==> config.mk <==
export PLATFORM = sky130hd
export DESIGN_NAME = uart_8n1_transceiver_top
export DESIGN_NICKNAME = d
export VERILOG_FILES = /design/src/rtl/uart8n1_pkg.sv /design/src/rtl/uart_8n1_transceiver_top.sv
export SDC_FILE = /design/constraint.sdc
export NUM_CORES = 1
export LEC_CHECK = 0
export ABC_AREA = 1
export BUFFER_PORTS_ARGS = -buffer_cell sky130_fd_sc_hd__buf_2
export CAP_MARGIN = 25
export CORE_MARGIN = 2
export CORE_UTILIZATION = 50
export DETAILED_ROUTE_END_ITERATION = 6
export PLACE_DENSITY = 0.74
export SYNTH_ARGS = -nofsm -noshare
export SYNTH_HDL_FRONTEND = slang
export SYNTH_SLANG_ARGS = --single-unit
==> constraint.sdc <==
create_clock -name clk -period 2.3 [get_ports clk]
set_clock_uncertainty 0.1 [all_clocks]
set_input_delay 0.23 -clock clk [delete_from_list [all_inputs] [get_ports clk]]
set_output_delay 0.23 -clock clk [all_outputs]
set_load 0.02 [all_outputs]
==> src/rtl/uart8n1_pkg.sv <==
package uart8n1_pkg;

  localparam int BYTE_W = 8;
  localparam int PERIOD_W = 16;
  localparam logic [PERIOD_W-1:0] BIT_PERIOD_RESET = 16'd104;

  typedef struct packed {
    logic             tx_line;
    logic             tx_busy;
    logic [BYTE_W-1:0] rx_byte;
    logic             rx_valid;
  } result_t;

endpackage

==> src/rtl/uart_8n1_transceiver_top.sv <==
// UART transceiver, no parity, one stop bit, LSB first.
// Each input transaction is one line-sampling tick: rx_line, plus send_request
// and send_byte. Every accepted transaction yields exactly one output
// transaction with tx_line, tx_busy, rx_byte (last received byte) and
// rx_valid (high on the tick a byte completes).
// bit_period is written through the cfg channel (cfg_ready is always high);
// the user must write it only while the block is idle, which the block does not
// enforce; 0 acts as 1. Reset value is 104. The result of a tick is registered
// into the output register when that is free, else into the skid register.
// One tick is accepted per cycle while in_stall is low.
// When a valid output is stalled, a result is parked in a one-entry skid register;
// in_stall rises only once that entry is full, and clears the cycle after
// the output is taken.
// Reset (rst, synchronous): transmitter and receiver idle, held rx_byte 0,
// bit_period 104, output and skid empty.
module uart_8n1_transceiver_top
  import uart8n1_pkg::*;
#(
  parameter int DATA_BITS = 8
) (
  input  logic                clk,
  input  logic                rst,
  input  logic                cfg_valid,
  output logic                cfg_ready,
  input  logic [PERIOD_W-1:0] cfg_data,
  input  logic                in_valid,
  output logic                in_stall,
  input  logic                rx_line,
  input  logic                send_request,
  input  logic [BYTE_W-1:0]   send_byte,
  output logic                out_valid,
  input  logic                out_stall,
  output logic                tx_line,
  output logic                tx_busy,
  output logic [BYTE_W-1:0]   rx_byte,
  output logic                rx_valid
);

  localparam int CNT_W = $clog2(DATA_BITS + 1);
  localparam int IDX_W = $clog2(BYTE_W);
  localparam logic [CNT_W-1:0] DATA_CNT = CNT_W'(DATA_BITS);

  typedef enum logic [1:0] {
    PH_IDLE  = 2'd0,
    PH_START = 2'd1,
    PH_DATA  = 2'd2,
    PH_STOP  = 2'd3
  } phase_t;

  logic [PERIOD_W-1:0] bit_period;
  phase_t              tx_phase, tx_phase_next;
  logic [BYTE_W-1:0]   tx_shift, tx_shift_next;
  logic [CNT_W-1:0]    tx_bits_left, tx_bits_left_next;
  logic [PERIOD_W-1:0] tx_timer, tx_timer_next;
  phase_t              rx_phase, rx_phase_next;
  logic [BYTE_W-1:0]   rx_shift, rx_shift_next;
  logic [CNT_W-1:0]    rx_bits_seen, rx_bits_seen_next;
  logic [PERIOD_W-1:0] rx_timer, rx_timer_next;
  logic [BYTE_W-1:0]   rx_hold, rx_hold_next;
  logic                rx_done;

  result_t result, out_reg, skid;
  logic    skid_valid;
  logic    accept;
  logic    out_free;
  logic [PERIOD_W-1:0] period_less_one;

  assign cfg_ready = 1'b1;
  assign in_stall  = skid_valid;
  assign accept    = in_valid && !skid_valid;
  assign out_free  = !out_valid || !out_stall;

  assign period_less_one = (bit_period == '0) ? '0 : bit_period - 1'b1;

  always_comb begin
    tx_phase_next     = tx_phase;
    tx_shift_next     = tx_shift;
    tx_bits_left_next = tx_bits_left;
    tx_timer_next     = tx_timer;
    if (tx_phase == PH_IDLE) begin
      if (send_request) begin
        tx_shift_next = send_byte;
        tx_phase_next = PH_START;
        tx_timer_next = period_less_one;
      end
    end else if (tx_timer != '0) begin
      tx_timer_next = tx_timer - 1'b1;
    end else begin
      tx_timer_next = period_less_one;
      case (tx_phase)
        PH_START: begin
          tx_phase_next     = PH_DATA;
          tx_bits_left_next = DATA_CNT;
        end
        PH_DATA: begin
          tx_bits_left_next = tx_bits_left - 1'b1;
          if (tx_bits_left_next == '0) begin
            tx_phase_next = PH_STOP;
          end else begin
            tx_shift_next = tx_shift >> 1;
          end
        end
        default: begin
          tx_phase_next = PH_IDLE;
          tx_timer_next = '0;
        end
      endcase
    end
  end

  always_comb begin
    rx_phase_next     = rx_phase;
    rx_shift_next     = rx_shift;
    rx_bits_seen_next = rx_bits_seen;
    rx_timer_next     = rx_timer;
    rx_hold_next      = rx_hold;
    rx_done           = 1'b0;
    if (rx_phase == PH_IDLE) begin
      if (!rx_line) begin
        rx_phase_next = PH_START;
        rx_timer_next = period_less_one >> 1;
      end
    end else if (rx_timer != '0) begin
      rx_timer_next = rx_timer - 1'b1;
    end else begin
      rx_timer_next = period_less_one;
      case (rx_phase)
        PH_START: begin
          rx_phase_next     = PH_DATA;
          rx_shift_next     = '0;
          rx_bits_seen_next = '0;
        end
        PH_DATA: begin
          // a ninth data bit falls outside the byte and is dropped
          if (rx_line && (int'(rx_bits_seen) < BYTE_W)) begin
            rx_shift_next[rx_bits_seen[IDX_W-1:0]] = 1'b1;
          end
          rx_bits_seen_next = rx_bits_seen + 1'b1;
          if (rx_bits_seen_next >= DATA_CNT) begin
            rx_hold_next  = rx_shift_next;
            rx_phase_next = PH_STOP;
            rx_done       = 1'b1;
          end
        end
        default: begin
          rx_phase_next = PH_IDLE;
          rx_timer_next = '0;
        end
      endcase
    end
  end

  always_comb begin
    case (tx_phase_next)
      PH_START: result.tx_line = 1'b0;
      PH_DATA:  result.tx_line = tx_shift_next[0];
      default:  result.tx_line = 1'b1;
    endcase
    result.tx_busy  = (tx_phase_next != PH_IDLE);
    result.rx_byte  = rx_hold_next;
    result.rx_valid = rx_done;
  end

  always_ff @(posedge clk) begin
    if (rst) begin
      bit_period   <= BIT_PERIOD_RESET;
      tx_phase     <= PH_IDLE;
      tx_shift     <= '0;
      tx_bits_left <= '0;
      tx_timer     <= '0;
      rx_phase     <= PH_IDLE;
      rx_shift     <= '0;
      rx_bits_seen <= '0;
      rx_timer     <= '0;
      rx_hold      <= '0;
    end else begin
      if (cfg_valid && cfg_ready) begin
        bit_period <= cfg_data;
      end
      if (accept) begin
        tx_phase     <= tx_phase_next;
        tx_shift     <= tx_shift_next;
        tx_bits_left <= tx_bits_left_next;
        tx_timer     <= tx_timer_next;
        rx_phase     <= rx_phase_next;
        rx_shift     <= rx_shift_next;
        rx_bits_seen <= rx_bits_seen_next;
        rx_timer     <= rx_timer_next;
        rx_hold      <= rx_hold_next;
      end
    end
  end

  // output register with one-entry skid
  always_ff @(posedge clk) begin
    if (rst) begin
      out_valid  <= 1'b0;
      skid_valid <= 1'b0;
    end else if (out_free) begin
      if (skid_valid) begin
        out_valid  <= 1'b1;
        skid_valid <= 1'b0;
      end else begin
        out_valid <= accept;
      end
    end else if (accept) begin
      skid_valid <= 1'b1;
    end
  end

  always_ff @(posedge clk) begin
    if (out_free) begin
      if (skid_valid) begin
        out_reg <= skid;
      end else if (accept) begin
        out_reg <= result;
      end
    end else if (accept) begin
      skid <= result;
    end
  end

  assign tx_line  = out_reg.tx_line;
  assign tx_busy  = out_reg.tx_busy;
  assign rx_byte  = out_reg.rx_byte;
  assign rx_valid = out_reg.rx_valid;

  a_skid_implies_out: assert property (@(posedge clk) disable iff (rst)
    skid_valid |-> out_valid)
    else $error("skid entry held without an output transaction");

  a_skid_holds: assert property (@(posedge clk) disable iff (rst)
    (skid_valid && out_valid && out_stall) |=> skid_valid)
    else $error("skid entry lost while output stalled");

  a_idle_line_high: assert property (@(posedge clk) disable iff (rst)
    (out_valid && !tx_busy) |-> tx_line)
    else $error("tx line low while transmitter idle");

  a_data_bits_left: assert property (@(posedge clk) disable iff (rst)
    (tx_phase == PH_DATA) |-> (tx_bits_left != '0))
    else $error("data phase with no bits left");

  a_rx_count_bound: assert property (@(posedge clk) disable iff (rst)
    (rx_phase == PH_DATA) |-> (rx_bits_seen < DATA_CNT))
    else $error("receiver bit count past frame length");

endmodule

==> run summary <==
LAYOUT
--------------------------------------------------------------------------------------------
Seq. cell area                                                                     2380 um^2
Multi-input gate area                                                              3220 um^2
Most frequent standard cell in the layout excluding fill and tap cells          sky130_fd_sc_hd__nand2_1
Fill cell count                                                                         1114
Number of nets in the final layout                                                       952
# diodes                                                                                   0
Layout cell share with drive strength beyond 1                                         14.4%
Filler-free cell count of the finished design                                           1062
Highest-count cells in the layout ignoring fill and taps                        sky130_fd_sc_hd__nand2_1 (172), sky130_fd_sc_hd__a21oi_1 (95), sky130_fd_sc_hd__nor2_1 (93)
Signed area change from the synthesized netlist to the final layout                    12.5%

TIMING
--------------------------------------------------------------------------------------------
Post-route clock period utilization                                                    93.6%
Number of max-slew violations in the final report                                          0
Count of endpoints failing hold in the final timing report                                 0
Summed negative setup slack over all endpoints                                          0 ns
Worst-case headroom to the max-slew limit                                              59.4%
Final setup violation count                                                                0
Fmax achieved                                                                        465 MHz
Time the final worst path needs with I/O delays and setup                            2.15 ns
Slew at the pin closest to its max-slew limit                                       0.608 ns

WORST SETUP PATH
--------------------------------------------------------------------------------------------
Worst R2R Path Depth                                                                      11
Stage delay of the slowest cell on the critical path                                 0.31 ns
Launch point of the worst reg-to-reg path                                        rx_timer[0]
Type of the worst setup path                                                    flop to flop
Slowest CP cell                                                                 sky130_fd_sc_hd__dfxtp_1
Critical path endpoint category                                                         flop
Worst EP arrival                                                                     2.16 ns
Reg2reg end                                                                       rx_byte[1]
Top Family by Delay on Critical Path                                            simple AND/OR/NAND/NOR gates
First element of the critical path                                               rx_timer[0]
Register-to-Register Setup Slack                                                     0.15 ns
Max Fanout on Critical Path                                                               17
Launching element type of the critical path                                             flop
Cells along the critical path                                                   inv_1 > ha_2 > nand3_2 > nor2_2 > nand4_1 > nor2_4 > nand2_2 > clkinv_4 > nand2_1 > o21ai_2 > o21ai_1
Last element of the critical path                                                 rx_byte[1]
CP Buf/Inv Count                                                                           2
Required time reported for the critical path endpoint                                2.31 ns
Stages on the worst setup path                                                            11

GRT
--------------------------------------------------------------------------------------------
Initial antenna violation count                                                            0
Total grt overflow                                                                         0
Vias in the first global route                                                          5113
Pin count of the biggest net entering global routing                                      45
First-pass GRT wire length                                                          24200 um
Total GRT Usage                                                                        22.7%

OUTCOME
--------------------------------------------------------------------------------------------
Outcome                                                                         finished, final reports clean

CLOCKING
--------------------------------------------------------------------------------------------
Number of buffers inserted during clock tree synthesis                                     9
Sink count of the clock tree                                                             108
Clock root buffer master                                                        sky130_fd_sc_hd__clkbuf_16
Maximum buffer depth of the clock tree                                                     2
Clock network latency to the later pin of the worst-skew pair                        0.36 ns
CTS tree                                                                               built
Clock-pin slew of the registers on the worst-case setup and hold paths               0.08 ns
Htree depth                                                                                3

MIN PATH
--------------------------------------------------------------------------------------------
Worst min path class                                                            primary input to flop

DETAILED ROUTING
--------------------------------------------------------------------------------------------
Vias per Instance                                                                       5.36
Number of optimization iterations in the first detailed-route pass                         5
Vias after detailed routing                                                             5688
DRC violations left                                                                        0
Post-Route WL                                                                       14300 um
Average routed wire per standard cell                                                13.4 um
Antenna-violating nets left                                                                0
Drt first-iter violations                                                                464

PLACE
--------------------------------------------------------------------------------------------
HPWL after detailed placement                                                       10100 um
Count of port buffers added during placement                                              43
Placed insts                                                                            1041
Placer's final routability congestion estimate                                         0.890

SYNTHESIS
--------------------------------------------------------------------------------------------
Netlist cell types                                                                        46
Syn Nets                                                                                 904
Sequential element share of the synthesized area                                       39.0%
Count of warnings emitted by yosys                                                         0
Xor and xnor area share after synthesis                                                3.58%
Proportion of register bits with asynchronous set or reset after synthesis                0%
Synth Area per Inst                                                                7.09 um^2
Mux share of post-synthesis cell area                                                     0%
Share of the synthesized area in compound gates (AO/OA/AOI/OAI)                        20.4%
Count of flip-flops with a built-in enable after synthesis                                22
Post-synthesis sequential element count                                                  108
Top_reg_cell synth                                                              sky130_fd_sc_hd__dfxtp_1
Basic-gate share of the synthesized area counting and, or, nand and nor cells          26.2%
Cell count after synthesis                                                               862
Synthesized cell area                                                              6110 um^2
Main combinational cell family by area after synthesis                          simple AND/OR/NAND/NOR gates
Adder-cell area share of the yosys netlist                                             2.25%

FLOORPLAN
--------------------------------------------------------------------------------------------
Die Span X                                                                            115 um
Die Y                                                                                 115 um
Area of the core                                                                  12000 um^2
Initial core utilization                                                               51.1%
I/O pin cnt                                                                               45
FP Rows                                                                                   40
Full die area                                                                     13100 um^2

JOB
--------------------------------------------------------------------------------------------
Max-cap violations                                                                         0

PWR
--------------------------------------------------------------------------------------------
Static leakage                                                                       2.95 nW
Max VDD drop                                                                        0.478 mV
Power per unit of standard cell area                                             856 nW/um^2

## where the power goes
group | total (mW) | leakage [nW] | internal, mW | switching, mW
Combinational | 2.06 | 1.89 | 0.745 | 1.31
Sequential | 2.28 | 0.921 | 2.12 | 0.162
Clock | 1.54 | 0.143 | 0.766 | 0.778
## registers in the layout, indices dropped and copies added (netlist names), 2 cells and up
register      flops
tx_phase          2
bit_period       16
rx_byte           8
rx_shift          8
rx_hold           8
tx_timer         16
rx_phase          2
skid             11
rx_bits_seen      4
tx_shift          8
rx_timer         16
tx_bits_left      4
## layout make-up
cell class / instances / area share (%)
Clock buffer: 9 / 3.27
Clock inverter: 7 / 1.00
Inverter: 99 / 5.47
Multi-Input combinational cell: 625 / 46.8
Sequential cell: 108 / 34.6
Tap cell: 147 / 2.67
Timing Repair Buffer: 67 / 6.15
## per-layer routing
layer	GRT usage, %	part of all wire, %	vias to the layer above	routed length (um)
met3	3.49	5.1	16	731
met1	32.1	48	2558	6880
met5	0	0	-	0
met4	6.91	1.4	0	205
met2	35.9	45	155	6460
li1	-	-	2959	-
## cells in the mapped netlist (2+ instances only)
master	count	area share [%]
sky130_fd_sc_hd__o211ai_1	3	0.37
sky130_fd_sc_hd__xnor2_1	11	1.6
sky130_fd_sc_hd__nor2_1	94	5.8
sky130_fd_sc_hd__o22ai_1	2	0.20
sky130_fd_sc_hd__nand2_1	172	11
sky130_fd_sc_hd__nand2_2	5	0.51
sky130_fd_sc_hd__clkbuf_1	18	1.1
sky130_fd_sc_hd__dfxtp_1	86	28
sky130_fd_sc_hd__a211oi_1	4	0.49
sky130_fd_sc_hd__buf_4	4	0.49
sky130_fd_sc_hd__o21ai_0	71	5.8
sky130_fd_sc_hd__nor2_4	3	0.55
sky130_fd_sc_hd__buf_2	5	0.41
sky130_fd_sc_hd__inv_1	92	5.6
sky130_fd_sc_hd__nand3_2	5	0.82
sky130_fd_sc_hd__clkinv_1	2	0.12
sky130_fd_sc_hd__and2_1	2	0.20
sky130_fd_sc_hd__nor2_2	13	1.3
sky130_fd_sc_hd__nor3_2	2	0.33
sky130_fd_sc_hd__nor3_1	14	1.1
sky130_fd_sc_hd__a31oi_1	15	1.5
sky130_fd_sc_hd__inv_2	4	0.25
sky130_fd_sc_hd__o21ai_1	15	1.2
sky130_fd_sc_hd__o21ai_2	9	1.3
sky130_fd_sc_hd__nand3_1	38	3.1
sky130_fd_sc_hd__xor2_1	14	2.0
sky130_fd_sc_hd__buf_6	2	0.37
sky130_fd_sc_hd__nand4_1	7	0.72
sky130_fd_sc_hd__edfxtp_1	22	11
sky130_fd_sc_hd__ha_1	11	2.3
sky130_fd_sc_hd__a22oi_1	7	0.86
sky130_fd_sc_hd__a21oi_1	95	7.8
sky130_fd_sc_hd__a21oi_2	2	0.29
## tightest hold or removal path, delay by kind of cell
family | cells | cell delay (ns)
simple gates | 2 | 0.12
buf+inv | 1 | 0.08
## timing repair
action,CTS,global route
endpoints found under the setup margin,0,28
hold buffers,1,0
buffers inserted,0,4
gates resized for setup,0,5
hold endpoints to repair,1,0
## metrics by stage
step | utilization (%) | worst slack, ns | power, mW | instance area (um^2) | hold slack, ns
floorplan | - | 0.358 | 3.84 | 6110 | 0.241
global placement | 54.5 | 0.218 | 4.28 | 6520 | 0.350
detailed placement | 54.5 | 0.136 | 4.30 | 6520 | 0.351
CTS | 57.0 | 0.134 | 5.86 | 6820 | 0.00253
global route | 57.5 | -0.0112 | 6.27 | 6880 | 0.0365
finish | 57.5 | 0.148 | 5.89 | 6880 | 0.0119
## cell families after synthesis
logic type,after synthesis
and+or+nand+nor,362
AOI/OAI and AO/OA,226
buffers and inverters,129
DFF,108
xor gates and xnor gates,25
adders and majority gates,11
other,1
## worst min-delay path by stage
stage,from,endpoint,slack [ns],cells after the start
finish,cfg_data[7],bit_period[7],0.01,3
global route,cfg_data[6],bit_period[6],0.04,3
CTS,cfg_data[5],bit_period[5],0.003,3
detailed placement,cfg_data[3],bit_period[3],0.35,3
global placement,rx_shift[0],rx_shift[0],0.35,2
floorplan,cfg_valid,bit_period[5],0.24,1
Note: power is estimated with default switching activity, not from simulation.
